[src/design/sha224_pkg.sv]
// Shared types, constants and round functions of the SHA-224 stream hasher.
// Used by the controller, the datapath and the top level. No dependencies.
package sha224_pkg;

    localparam int WORD_W   = 32;
    localparam int BYTE_W   = 8;
    localparam int COUNT_W  = 61;
    localparam int LEN_W    = 64;
    localparam int USED_W   = 6;
    localparam int ROUND_W  = 6;
    localparam int IDX_W    = 3;
    localparam int NUM_HASH = 8;
    localparam int NUM_SCHED = 16;

    localparam logic OP_ABSORB = 1'b0;
    localparam logic OP_FINISH = 1'b1;

    localparam logic [BYTE_W-1:0]  PAD_MARK       = 8'h80;
    localparam logic [USED_W-1:0]  USED_LAST      = 6'h3F;
    localparam logic [USED_W-1:0]  USED_LEN_START = 6'd56;
    localparam logic [ROUND_W-1:0] ROUND_LAST     = 6'd63;
    localparam logic [IDX_W-1:0]   LAST_WORD_IDX  = 3'd6;

    localparam logic [WORD_W-1:0] INIT_HASH [0:NUM_HASH-1] = '{
        32'hC1059ED8, 32'h367CD507, 32'h3070DD17, 32'hF70E5939,
        32'hFFC00B31, 32'h68581511, 32'h64F98FA7, 32'hBEFA4FA4
    };

    localparam logic [WORD_W-1:0] ROUND_K [0:63] = '{
        32'h428A2F98, 32'h71374491, 32'hB5C0FBCF, 32'hE9B5DBA5,
        32'h3956C25B, 32'h59F111F1, 32'h923F82A4, 32'hAB1C5ED5,
        32'hD807AA98, 32'h12835B01, 32'h243185BE, 32'h550C7DC3,
        32'h72BE5D74, 32'h80DEB1FE, 32'h9BDC06A7, 32'hC19BF174,
        32'hE49B69C1, 32'hEFBE4786, 32'h0FC19DC6, 32'h240CA1CC,
        32'h2DE92C6F, 32'h4A7484AA, 32'h5CB0A9DC, 32'h76F988DA,
        32'h983E5152, 32'hA831C66D, 32'hB00327C8, 32'hBF597FC7,
        32'hC6E00BF3, 32'hD5A79147, 32'h06CA6351, 32'h14292967,
        32'h27B70A85, 32'h2E1B2138, 32'h4D2C6DFC, 32'h53380D13,
        32'h650A7354, 32'h766A0ABB, 32'h81C2C92E, 32'h92722C85,
        32'hA2BFE8A1, 32'hA81A664B, 32'hC24B8B70, 32'hC76C51A3,
        32'hD192E819, 32'hD6990624, 32'hF40E3585, 32'h106AA070,
        32'h19A4C116, 32'h1E376C08, 32'h2748774C, 32'h34B0BCB5,
        32'h391C0CB3, 32'h4ED8AA4A, 32'h5B9CCA4F, 32'h682E6FF3,
        32'h748F82EE, 32'h78A5636F, 32'h84C87814, 32'h8CC70208,
        32'h90BEFFFA, 32'hA4506CEB, 32'hBEF9A3F7, 32'hC67178F2
    };

    typedef enum logic [2:0] {
        ST_IDLE,
        ST_PAD_MARK,
        ST_PAD_ZERO,
        ST_PAD_LEN,
        ST_COMP_INIT,
        ST_COMP_ROUND,
        ST_COMP_ADD,
        ST_OUTPUT
    } t_state;

    typedef enum logic [1:0] {
        SEL_DATA,
        SEL_MARK,
        SEL_ZERO,
        SEL_LEN
    } t_byte_sel;

    typedef struct packed {
        logic                wr_byte;
        t_byte_sel           byte_sel;
        logic                latch_len;
        logic                comp_init;
        logic                comp_round;
        logic [ROUND_W-1:0]  round;
        logic                comp_add;
        logic                out_shift;
        logic                restart;
    } t_ctrl_cmd;

    typedef struct packed {
        logic [USED_W-1:0] used;
    } t_dp_status;

    function automatic logic [WORD_W-1:0] f_big_sigma0(input logic [WORD_W-1:0] x);
        return {x[1:0], x[31:2]} ^ {x[12:0], x[31:13]} ^ {x[21:0], x[31:22]};
    endfunction

    function automatic logic [WORD_W-1:0] f_big_sigma1(input logic [WORD_W-1:0] x);
        return {x[5:0], x[31:6]} ^ {x[10:0], x[31:11]} ^ {x[24:0], x[31:25]};
    endfunction

    function automatic logic [WORD_W-1:0] f_small_sigma0(input logic [WORD_W-1:0] x);
        return {x[6:0], x[31:7]} ^ {x[17:0], x[31:18]} ^ {3'b000, x[31:3]};
    endfunction

    function automatic logic [WORD_W-1:0] f_small_sigma1(input logic [WORD_W-1:0] x);
        return {x[16:0], x[31:17]} ^ {x[18:0], x[31:19]} ^ {10'b0, x[31:10]};
    endfunction

endpackage

[src/design/sha224_stream_if.sv]
// Valid/ready channel interfaces for the SHA-224 stream hasher.
// Depends on sha224_pkg for the field widths.
interface sha224_in_if;
    logic                            valid;
    logic                            ready;
    logic                            op;
    logic [sha224_pkg::BYTE_W-1:0]   data_byte;

    modport source (output valid, output op, output data_byte, input ready);
    modport sink   (input valid, input op, input data_byte, output ready);
endinterface

interface sha224_out_if;
    logic                            valid;
    logic                            ready;
    logic [sha224_pkg::WORD_W-1:0]   digest_word;
    logic [sha224_pkg::IDX_W-1:0]    word_index;
    logic                            last_word;

    modport source (output valid, output digest_word, output word_index, output last_word,
                    input ready);
    modport sink   (input valid, input digest_word, input word_index, input last_word,
                    output ready);
endinterface

[src/design/sha224_ctrl.sv]
// Sequencing state machine of the SHA-224 stream hasher: absorb, padding,
// compression rounds and digest output. Depends on sha224_pkg.
module sha224_ctrl (
    input  logic                            i_clk,
    input  logic                            i_rst_n,
    input  logic                            i_in_valid,
    input  logic                            i_in_op,
    output logic                            o_in_ready,
    input  logic                            i_out_ready,
    output logic                            o_out_valid,
    output logic [sha224_pkg::IDX_W-1:0]    o_word_index,
    output logic                            o_last_word,
    output sha224_pkg::t_ctrl_cmd           o_cmd,
    input  sha224_pkg::t_dp_status          i_status
);

    sha224_pkg::t_state                  r_state, n_state;
    sha224_pkg::t_state                  r_ret, n_ret;
    logic [sha224_pkg::ROUND_W-1:0]      r_round, n_round;
    logic [sha224_pkg::IDX_W-1:0]        r_idx, n_idx;

    always_ff @(posedge i_clk) begin
        if (!i_rst_n) begin
            r_state <= sha224_pkg::ST_IDLE;
            r_ret   <= sha224_pkg::ST_IDLE;
            r_round <= '0;
            r_idx   <= '0;
        end else begin
            r_state <= n_state;
            r_ret   <= n_ret;
            r_round <= n_round;
            r_idx   <= n_idx;
        end
    end

    always_comb begin
        n_state     = r_state;
        n_ret       = r_ret;
        n_round     = r_round;
        n_idx       = r_idx;
        o_in_ready  = 1'b0;
        o_out_valid = 1'b0;
        o_cmd       = '0;
        o_cmd.byte_sel = sha224_pkg::SEL_DATA;
        o_cmd.round = r_round;

        unique case (r_state)
            sha224_pkg::ST_IDLE: begin
                o_in_ready = 1'b1;
                if (i_in_valid) begin
                    if (i_in_op == sha224_pkg::OP_FINISH) begin
                        o_cmd.latch_len = 1'b1;
                        n_state = sha224_pkg::ST_PAD_MARK;
                    end else begin
                        o_cmd.wr_byte = 1'b1;
                        if (i_status.used == sha224_pkg::USED_LAST) begin
                            n_ret   = sha224_pkg::ST_IDLE;
                            n_state = sha224_pkg::ST_COMP_INIT;
                        end
                    end
                end
            end
            sha224_pkg::ST_PAD_MARK: begin
                o_cmd.wr_byte  = 1'b1;
                o_cmd.byte_sel = sha224_pkg::SEL_MARK;
                n_ret   = sha224_pkg::ST_PAD_ZERO;
                n_state = (i_status.used == sha224_pkg::USED_LAST) ?
                          sha224_pkg::ST_COMP_INIT : sha224_pkg::ST_PAD_ZERO;
            end
            sha224_pkg::ST_PAD_ZERO: begin
                if (i_status.used == sha224_pkg::USED_LEN_START) begin
                    n_state = sha224_pkg::ST_PAD_LEN;
                end else begin
                    o_cmd.wr_byte  = 1'b1;
                    o_cmd.byte_sel = sha224_pkg::SEL_ZERO;
                    if (i_status.used == sha224_pkg::USED_LAST) begin
                        n_ret   = sha224_pkg::ST_PAD_ZERO;
                        n_state = sha224_pkg::ST_COMP_INIT;
                    end
                end
            end
            sha224_pkg::ST_PAD_LEN: begin
                o_cmd.wr_byte  = 1'b1;
                o_cmd.byte_sel = sha224_pkg::SEL_LEN;
                if (i_status.used == sha224_pkg::USED_LAST) begin
                    n_ret   = sha224_pkg::ST_OUTPUT;
                    n_state = sha224_pkg::ST_COMP_INIT;
                end
            end
            sha224_pkg::ST_COMP_INIT: begin
                o_cmd.comp_init = 1'b1;
                n_round = '0;
                n_state = sha224_pkg::ST_COMP_ROUND;
            end
            sha224_pkg::ST_COMP_ROUND: begin
                o_cmd.comp_round = 1'b1;
                n_round = r_round + 1'b1;
                if (r_round == sha224_pkg::ROUND_LAST) begin
                    n_state = sha224_pkg::ST_COMP_ADD;
                end
            end
            sha224_pkg::ST_COMP_ADD: begin
                o_cmd.comp_add = 1'b1;
                n_state = r_ret;
            end
            sha224_pkg::ST_OUTPUT: begin
                o_out_valid = 1'b1;
                if (i_out_ready) begin
                    o_cmd.out_shift = 1'b1;
                    n_idx = r_idx + 1'b1;
                    if (r_idx == sha224_pkg::LAST_WORD_IDX) begin
                        o_cmd.restart = 1'b1;
                        n_idx   = '0;
                        n_state = sha224_pkg::ST_IDLE;
                    end
                end
            end
            default: begin
                n_state = sha224_pkg::ST_IDLE;
            end
        endcase
    end

    assign o_word_index = r_idx;
    assign o_last_word  = (r_idx == sha224_pkg::LAST_WORD_IDX);

endmodule

[src/design/sha224_datapath.sv]
// Datapath of the SHA-224 stream hasher: byte packing, message schedule
// shift line, round logic, hash words and byte count. Depends on sha224_pkg.
module sha224_datapath (
    input  logic                             i_clk,
    input  logic                             i_rst_n,
    input  logic [sha224_pkg::BYTE_W-1:0]    i_data_byte,
    input  sha224_pkg::t_ctrl_cmd            i_cmd,
    output sha224_pkg::t_dp_status           o_status,
    output logic [sha224_pkg::WORD_W-1:0]    o_digest_word
);

    localparam int NH = sha224_pkg::NUM_HASH;
    localparam int NS = sha224_pkg::NUM_SCHED;

    logic [sha224_pkg::WORD_W-1:0]   r_hash [NH];
    logic [sha224_pkg::WORD_W-1:0]   n_hash [NH];
    logic [sha224_pkg::WORD_W-1:0]   r_var  [NH];
    logic [sha224_pkg::WORD_W-1:0]   n_var  [NH];
    logic [sha224_pkg::WORD_W-1:0]   r_sched [NS];
    logic [sha224_pkg::WORD_W-1:0]   n_sched [NS];
    logic [23:0]                     r_acc, n_acc;
    logic [sha224_pkg::LEN_W-1:0]    r_len, n_len;
    logic [sha224_pkg::COUNT_W-1:0]  r_count, n_count;

    logic [sha224_pkg::BYTE_W-1:0]   w_byte;
    logic [sha224_pkg::WORD_W-1:0]   w_word;
    logic [sha224_pkg::WORD_W-1:0]   w_next_sched;
    logic [sha224_pkg::WORD_W-1:0]   w_t1, w_t2;

    always_comb begin
        unique case (i_cmd.byte_sel)
            sha224_pkg::SEL_DATA: w_byte = i_data_byte;
            sha224_pkg::SEL_MARK: w_byte = sha224_pkg::PAD_MARK;
            sha224_pkg::SEL_ZERO: w_byte = '0;
            sha224_pkg::SEL_LEN:  w_byte = r_len[sha224_pkg::LEN_W-1 -: sha224_pkg::BYTE_W];
            default:              w_byte = '0;
        endcase
    end

    assign w_word = {r_acc, w_byte};

    assign w_next_sched = sha224_pkg::f_small_sigma1(r_sched[14]) + r_sched[9] +
                          sha224_pkg::f_small_sigma0(r_sched[1]) + r_sched[0];

    assign w_t1 = r_var[7] + sha224_pkg::f_big_sigma1(r_var[4]) +
                  ((r_var[4] & r_var[5]) ^ (~r_var[4] & r_var[6])) +
                  sha224_pkg::ROUND_K[i_cmd.round] + r_sched[0];
    assign w_t2 = sha224_pkg::f_big_sigma0(r_var[0]) +
                  ((r_var[0] & r_var[1]) ^ (r_var[0] & r_var[2]) ^ (r_var[1] & r_var[2]));

    always_comb begin
        n_acc   = r_acc;
        n_len   = r_len;
        n_count = r_count;
        n_sched = r_sched;
        n_var   = r_var;
        n_hash  = r_hash;

        if (i_cmd.latch_len) begin
            n_len = {r_count, 3'b000};
        end

        if (i_cmd.wr_byte) begin
            n_acc   = w_word[23:0];
            n_count = r_count + 1'b1;
            if (i_cmd.byte_sel == sha224_pkg::SEL_LEN) begin
                n_len = {r_len[sha224_pkg::LEN_W-sha224_pkg::BYTE_W-1:0],
                         {sha224_pkg::BYTE_W{1'b0}}};
            end
            if (r_count[1:0] == 2'b11) begin
                for (int i = 0; i < NS - 1; i++) begin
                    n_sched[i] = r_sched[i+1];
                end
                n_sched[NS-1] = w_word;
            end
        end

        if (i_cmd.comp_init) begin
            n_var = r_hash;
        end

        if (i_cmd.comp_round) begin
            for (int i = 0; i < NS - 1; i++) begin
                n_sched[i] = r_sched[i+1];
            end
            n_sched[NS-1] = w_next_sched;
            for (int i = 1; i < NH; i++) begin
                n_var[i] = r_var[i-1];
            end
            n_var[4] = r_var[3] + w_t1;
            n_var[0] = w_t1 + w_t2;
        end

        if (i_cmd.comp_add) begin
            for (int i = 0; i < NH; i++) begin
                n_hash[i] = r_hash[i] + r_var[i];
            end
        end

        if (i_cmd.out_shift) begin
            for (int i = 0; i < NH - 1; i++) begin
                n_hash[i] = r_hash[i+1];
            end
        end

        if (i_cmd.restart) begin
            n_hash  = sha224_pkg::INIT_HASH;
            n_count = '0;
        end
    end

    always_ff @(posedge i_clk) begin
        if (!i_rst_n) begin
            r_hash  <= sha224_pkg::INIT_HASH;
            r_count <= '0;
        end else begin
            r_hash  <= n_hash;
            r_count <= n_count;
        end
    end

    always_ff @(posedge i_clk) begin
        r_acc   <= n_acc;
        r_len   <= n_len;
        r_sched <= n_sched;
        r_var   <= n_var;
    end

    assign o_status.used = r_count[sha224_pkg::USED_W-1:0];
    assign o_digest_word = r_hash[0];

endmodule

[src/design/sha224_stream_hasher_top.sv]
// Top level of the SHA-224 stream hasher: joins the controller and the
// datapath to the input and output channels. Depends on sha224_pkg,
// sha224_stream_if, sha224_ctrl and sha224_datapath.
//
// The input channel carries one beat per item: op 0 absorbs data_byte, op 1
// finishes the message. The beat that fills a 64-byte block is followed by
// the compression (a load step, 64 rounds through a single round unit, an
// add step), during which the block takes no new byte.
// A finish beat pads the block a byte at a time, compresses once or twice
// and then offers seven output beats of 32-bit digest words, word_index 0
// to 6, with last_word set on the seventh. The block takes no input beat
// while it pads, compresses or shows the digest; a stalled receiver simply
// holds the current word, and the block waits. After the seventh word it
// returns to the initial hash with a zero count. Synchronous reset clears
// the count, loads the initial hash and leaves the block ready for input.
module sha224_stream_hasher_top (
    input  logic                 i_clk,
    input  logic                 i_rst_n,
    sha224_in_if.sink            i_in,
    sha224_out_if.source         o_out
);

    sha224_pkg::t_ctrl_cmd       w_cmd;
    sha224_pkg::t_dp_status      w_status;
    logic                        w_in_ready;
    logic                        w_out_valid;
    logic [sha224_pkg::IDX_W-1:0]  w_word_index;
    logic                        w_last_word;
    logic [sha224_pkg::WORD_W-1:0] w_digest_word;

    sha224_ctrl u_ctrl (
        .i_clk        (i_clk),
        .i_rst_n      (i_rst_n),
        .i_in_valid   (i_in.valid),
        .i_in_op      (i_in.op),
        .o_in_ready   (w_in_ready),
        .i_out_ready  (o_out.ready),
        .o_out_valid  (w_out_valid),
        .o_word_index (w_word_index),
        .o_last_word  (w_last_word),
        .o_cmd        (w_cmd),
        .i_status     (w_status)
    );

    sha224_datapath u_datapath (
        .i_clk         (i_clk),
        .i_rst_n       (i_rst_n),
        .i_data_byte   (i_in.data_byte),
        .i_cmd         (w_cmd),
        .o_status      (w_status),
        .o_digest_word (w_digest_word)
    );

    assign i_in.ready        = w_in_ready;
    assign o_out.valid       = w_out_valid;
    assign o_out.digest_word = w_digest_word;
    assign o_out.word_index  = w_word_index;
    assign o_out.last_word   = w_last_word;

endmodule
[src/flat_wrapper.sv]
// flat-port wrapper written by rule: the top's interface ports become plain ports
module sha224_stream_hasher_top_flat 
  (i_clk, i_rst_n, i_in_valid, i_in_op, i_in_data_byte, i_in_ready, o_out_valid, o_out_digest_word, o_out_word_index, o_out_last_word, o_out_ready);
  sha224_in_if i_in_i ();
  sha224_out_if o_out_i ();
  input  logic i_clk;
  input  logic i_rst_n;
  input wire logic [$bits(i_in_i.valid)-1:0] i_in_valid;
  input wire logic [$bits(i_in_i.op)-1:0] i_in_op;
  input wire logic [$bits(i_in_i.data_byte)-1:0] i_in_data_byte;
  output wire logic [$bits(i_in_i.ready)-1:0] i_in_ready;
  output wire logic [$bits(o_out_i.valid)-1:0] o_out_valid;
  output wire logic [$bits(o_out_i.digest_word)-1:0] o_out_digest_word;
  output wire logic [$bits(o_out_i.word_index)-1:0] o_out_word_index;
  output wire logic [$bits(o_out_i.last_word)-1:0] o_out_last_word;
  input wire logic [$bits(o_out_i.ready)-1:0] o_out_ready;
  assign i_in_i.valid = i_in_valid;
  assign i_in_i.op = i_in_op;
  assign i_in_i.data_byte = i_in_data_byte;
  assign i_in_ready = i_in_i.ready;
  assign o_out_valid = o_out_i.valid;
  assign o_out_digest_word = o_out_i.digest_word;
  assign o_out_word_index = o_out_i.word_index;
  assign o_out_last_word = o_out_i.last_word;
  assign o_out_i.ready = o_out_ready;
  sha224_stream_hasher_top u_core (.i_clk(i_clk), .i_rst_n(i_rst_n), .i_in(i_in_i), .o_out(o_out_i));
endmodule
[config.mk]
export PLATFORM = sky130hd
export DESIGN_NAME = sha224_stream_hasher_top_flat
export DESIGN_NICKNAME = d
export VERILOG_FILES = /design/src/design/sha224_pkg.sv /design/src/design/sha224_stream_if.sv /design/src/design/sha224_ctrl.sv /design/src/design/sha224_datapath.sv /design/src/design/sha224_stream_hasher_top.sv /design/src/flat_wrapper.sv
export SDC_FILE = /design/constraint.sdc
export NUM_CORES = 2
export LEC_CHECK = 0
export BUFFER_PORTS_ARGS = -buffer_cell sky130_fd_sc_hd__buf_4
export CAP_MARGIN = 40
export CORE_AREA = 3 3 349 351
export DETAILED_ROUTE_END_ITERATION = 12
export DIE_AREA = 0 0 352 354
export PLACE_DENSITY = 0.76
export SLEW_MARGIN = 20
export SYNTH_ARGS = -nofsm -noshare
export SYNTH_HDL_FRONTEND = slang
export SYNTH_SLANG_ARGS = --single-unit
[constraint.sdc]
create_clock -name i_clk -period 23.1 [get_ports i_clk]
set_clock_uncertainty 0.2 [all_clocks]
set_input_delay 2.31 -clock i_clk [delete_from_list [all_inputs] [get_ports i_clk]]
set_output_delay 2.31 -clock i_clk [all_outputs]
set_load 0.01 [all_outputs]
* Yosys cells after proc, flatten, opt, wreduce, memory -nomap -nowiden
Memory sizes are Yosys's and may differ from the RTL's.
Cells that the tools add are included.
** Word-level totals
- ROM bits :: 2048
- Input port bits :: 13
- Register bits :: 1188
- Output and inout port bits :: 38
- Memories kept :: 1
** Memories
- (no name shown) :: words 64, width 32, rd ports 1, clocked after Yosys merged registers in 0, wr ports 0, line sha224_datapath.sv:47 : sha224_pkg::ROUND_K[i_cmd.round] + r_sched[0];
** Cells by class
- Add/subtract/negate cells :: 21
- Mux-type cells :: 47
- Equal/unequal tests :: 24
- Bitwise gates (word level) :: 19
- Magnitude comparators :: 1
- Reduce and logical (&&, ||, !) cells :: 14
** Operators with widths (number)
- $mux 512 :: 3
- $mux 256 :: 3
- $add 32x32->32 :: 18
- $xor 32x32->32 :: 9
- $mux 224 :: 1
- $mux 64 :: 3
- $and 32x32->32 :: 5
- $mux 32 :: 2
- $add 61x1->61 const B :: 1
- $mux 3 :: 16
- $not 32->32 :: 1
- $pmux 8 s4 :: 1
- $xor 32x22->32 :: 1
- $xor 32x29->32 :: 1
- $pmux 3 s8 :: 1
- $eq 6x6->1 const B :: 3
- $ne 2x2->1 const B :: 9
- $eq 3x3->1 const B :: 5
- $pmux 3 s4 :: 1
- $pmux 6 s2 :: 1
- $mux 1 :: 11
- $reduce_bool 2->1 :: 5
- $ge 7x7->1 const B :: 1
- $not 6->7 :: 1
- other kinds (17) :: 23

* Longest topological paths before layout
- Depth in word-level cells :: 8
- Depth in mapped cells :: 38
- Depth with buffers taken out :: 36

* Cells and area by module
From an unflattened synthesis, not the netlist that was laid out.
** Second synthesis, totals
- Cell total of the unflattened synthesis :: 6814
- Area, all modules :: 71827.6 µm²
** Modules (own cells, without submodules)
- sha224_datapath :: cells an instance 6698, area an instance 70913.0 µm², times used 1, sequential area each 31410.1 µm²
- sha224_ctrl :: cells an instance 116, area an instance 914.6 µm², times used 1, sequential area each 280.3 µm²

* Worst setup path after synthesis
OpenSTA, ideal clock, no wires.
- Path kind :: register to register
- From :: register u_core.u_ctrl.r_state[2]
- To :: register u_core.u_datapath.r_sched[0] in the netlist's numbering, enable pin
- Data required time :: 21999 ps
- Slack :: 3829 ps
- Cell stages (with the launch flop) :: 9
- Buffers on the path :: 4
- Arrival time :: 18170 ps
- Path through :: dfxtp_1 > clkbuf_1 > nand2_1 > inv_1 > nand2_1 > clkbuf_1 > clkbuf_1 > clkbuf_1 > nand2_1
** On the way
- Cells in the longest elaborated chain, start to end :: 5
- Elaborated cells on any way between the ends :: 11
** RTL lines
- start, declared :: line sha224_ctrl.sv:17 : sha224_pkg::t_state r_state, n_state;
- start signal, assigned :: line sha224_ctrl.sv:24 : r_state <= sha224_pkg::ST_IDLE;
- start signal, assigned :: line sha224_ctrl.sv:29 : r_state <= n_state;
- $eq 3x2->1 / $eq 3x1->1 (equally long branches) :: line sha224_ctrl.sv:47 : unique case (r_state)
- $reduce_or 2->1 (no line)
- $pmux 1 s3 :: line sha224_ctrl.sv:47
- $reduce_bool 2->1 (no line)
- $reduce_and 2->1 (no line) (*)
- end signal, assigned :: line sha224_datapath.sv:125 : r_sched <= n_sched;
- end, declared :: line sha224_datapath.sv:19 : logic [sha224_pkg::WORD_W-1:0] r_sched [NS];
Every way passes the cells marked *; elsewhere a longest branch is shown, timed or not.
A chain may end at the register's enable or synchronous reset.

==> out/metrics.yaml <==
slowest_stage: "ha_1"
yosysTopAreaCellShare: 0.334
htreeDepth: 4
crit_path_end_kind: "flop"
cp.required_ns: 23.39
hold_viol_final: 0
yosysSeqAreaShare: 0.445
routabilityCongestion: 0.986
gr-total-overflow: 0
rows: 127
numPortBuffers: 50
start_util: 0.596
min_period_ns: 9.56
max_freq_ghz: 0.105
cp_max_fo: 17
routed.top_layer: "met5"
wl_per_cell_um: 24.2
min_to: "u_core.u_datapath.r_sched[42]"
synth_top_area_cell: "edfxtp_1"
viasPerCell: 6.28
yosys_most_used_dff: "edfxtp_1"
holdPathStages: 0
synth.yosys.warnings: 0
reg2reg_slack_ns: 13.54
die-area_um2: 125000
ys_types: 98
die_w_um: 352
cts-root-buf: "clkbuf_16"
syn_area_per_cell_um2: 9.85
cts_made_buffers: 132
ys_ff_latch: 1187
hp-class: "flop to flop"
finalSetupViolations: 0
drt_iter0_drc: 6076
tightest_slew_ns: 1.06
crit_path_start_kind: "flop"
critPathArrivalTime_ns: 9.85
synth_area_um2: 71200
synthTopCellsByArea: "edfxtp_1, dfxtp_1, ha_1"
crit_type: "flop to flop"
synth_common_cells: "nand2_1, edfxtp_1, a21oi_1"
rsz0062_at_grt: "no"
area_growth_pct: 8.66
vias: 55300
slew_headroom: 0.295
postRouteAntennaNets: 0
post_cts_resize_count: 0
cap_violations: 0
grt_pass1_vias: 52100
pin_count: 51
r2r_start: "u_core.u_ctrl.r_round[1]"
cp_slowest_stage_delay_ns: 0.88
syn_nets: 7830
wl_mm: 213
die_h_um: 354
min_from: "u_core.u_datapath.r_sched[10]"
grt_max_degree: 183
ff2ff_path_depth: 35
status: "completed"
dpl.hpwl_mm: 154
postCtsSetupBuffers: 0
setup-tns-final_ns: 0
async_flop_share: 0
antenna_found_initial: 5
cts_buffer_depth: 3
firstDrtPassIters: 9
nets: 7703
drc: 0
synth_edf_count: 792
min_period_over_period: 0.414
slew_violations: 0
grt_usage: 0.335
clock-sinks: 1187
tritoncts: "built"
grt_pass1_wl_mm: 320
r2r-end: "u_core.u_datapath.r_var[255]"
path_clk_slew_ns: 0.06
clk_latency_ns: 0.80
synth.most_common_cell: "nand2_1"
routedLengthMet1_mm: 92.2
postCtsHoldBufs: 0
layout-drive-gt1-share: 0.0590
syn_inst: 7223
core_area_um2: 119000
wl_met2_mm: 91.5
dr_wl_met3_mm: 20.5
registers in the layout, summed over array words and instances, names as in the netlist:
register,flops
u_core.u_ctrl.o_word_index,3
u_core.u_ctrl.r_ret,2
u_core.u_ctrl.r_round,6
u_core.u_ctrl.r_state,3
u_core.u_datapath.o_digest_word,32
u_core.u_datapath.r_acc,24
u_core.u_datapath.r_count,61
u_core.u_datapath.r_hash,224
u_core.u_datapath.r_len,64
u_core.u_datapath.r_sched,512
u_core.u_datapath.r_var,256
metal layers:
layer	vias up	track usage
met5	-	0
met4	4	0.130
met3	435	0.0621
met2	2633	0.497
met1	26800	0.489
li1	25500	-
through the flow:
| step | utilization | hold slack (ns) | setup slack [ns] | area [um2] | instances |
|---|---|---|---|---|---|
| floorplan | - | 0.200 | 3.83 | 71200 | 7223 |
| global placement | 0.608 | 0.200 | 13.85 | 72500 | 8554 |
| detailed placement | 0.610 | 0.205 | 13.72 | 72800 | 8569 |
| CTS | 0.647 | 0.173 | 13.67 | 77200 | 8811 |
| global route | 0.648 | 0.179 | 13.01 | 77300 | 8816 |
| finish | 0.648 | 0.175 | 13.54 | 77300 | 8819 |
cells in the final DEF (no fill, tap or decap), types with 43 or more instances in the layout:
master | netlist | layout
xnor2_1 | 372 | 372
and3_1 | 53 | 51
a21o_1 | 195 | 195
fa_1 | 197 | 197
edfxtp_1 | 792 | 792
dfxtp_1 | 395 | 391
nand2b_1 | 66 | 66
inv_1 | 397 | 396
nor2_1 | 372 | 370
a221oi_1 | 113 | 113
clkbuf_16 | 0 | 132
o21a_1 | 61 | 60
nor2b_1 | 58 | 58
a22oi_1 | 108 | 108
a211oi_1 | 44 | 44
o21bai_1 | 43 | 43
a21oi_1 | 459 | 459
ha_1 | 397 | 397
o21ai_0 | 452 | 452
buf_4 | 32 | 104
a31oi_1 | 109 | 109
nand3_1 | 106 | 104
xor2_1 | 243 | 243
nand2_1 | 1177 | 1173
nor3_1 | 85 | 85
o211ai_1 | 60 | 60
logic make-up (layout without fill, tap and decap cells):
kind of cell | Yosys count | after routing | synth area share
other | 0 | 3 | 0
and+or+nand+nor | 2084 | 2084 | 0.128
muxes | 75 | 75 | 0.0128
xor gates and xnor gates | 615 | 615 | 0.0757
adders and majority gates | 596 | 596 | 0.125
AOI/OAI and AO/OA | 1882 | 1882 | 0.170
buffers and inverters | 784 | 765 | 0.0431
DFF | 1187 | 1187 | 0.445
critical path, delay by kind of cell (launching register included):
kind | cells | cell delay, ns
AOI/OAI and AO/OA | 18 | 3.85
xor gates and xnor gates | 2 | 0.34
adders and majority gates | 5 | 2.56
buffers and inverters | 4 | 0.78
DFF | 1 | 0.31
muxes | 1 | 0.55
and+or+nand+nor | 5 | 0.65
final cells by class:
type / count / area, um2
fillers: 9419 / 42000
inverters: 399 / 1510
diodes: 3 / 7.51
well taps: 1612 / 2020
clock buffers: 181 / 3620
clock inverters: 61 / 822
multi-input cells: 5252 / 36500
flip-flops and latches: 1187 / 31700
repair buffers: 124 / 1170
worst max-delay path by stage:
| stage | from | endpoint | slack [ns] | cells after the start |
|---|---|---|---|---|
| 3_5_place_dp | u_core.u_ctrl.r_round[1] | u_core.u_datapath.r_var[255] | 13.72 | 35 |
| 3_3_place_gp | u_core.u_ctrl.r_round[1] | u_core.u_datapath.r_var[255] | 13.85 | 35 |
| 5_1_grt | u_core.u_ctrl.r_round[1] | u_core.u_datapath.r_var[255] | 13.01 | 35 |
| 2_1_floorplan | u_core.u_ctrl.r_state[2] | u_core.u_datapath.r_sched[0] | 3.83 | 8 |
| 6_report | u_core.u_ctrl.r_round[1] | u_core.u_datapath.r_var[255] | 13.54 | 35 |
| 4_1_cts | u_core.u_ctrl.r_round[1] | u_core.u_datapath.r_var[255] | 13.67 | 35 |
Power is left out: the tool's default activity adds up to more than one toggle a clock period on the data nets, which glitch-free logic cannot reach.
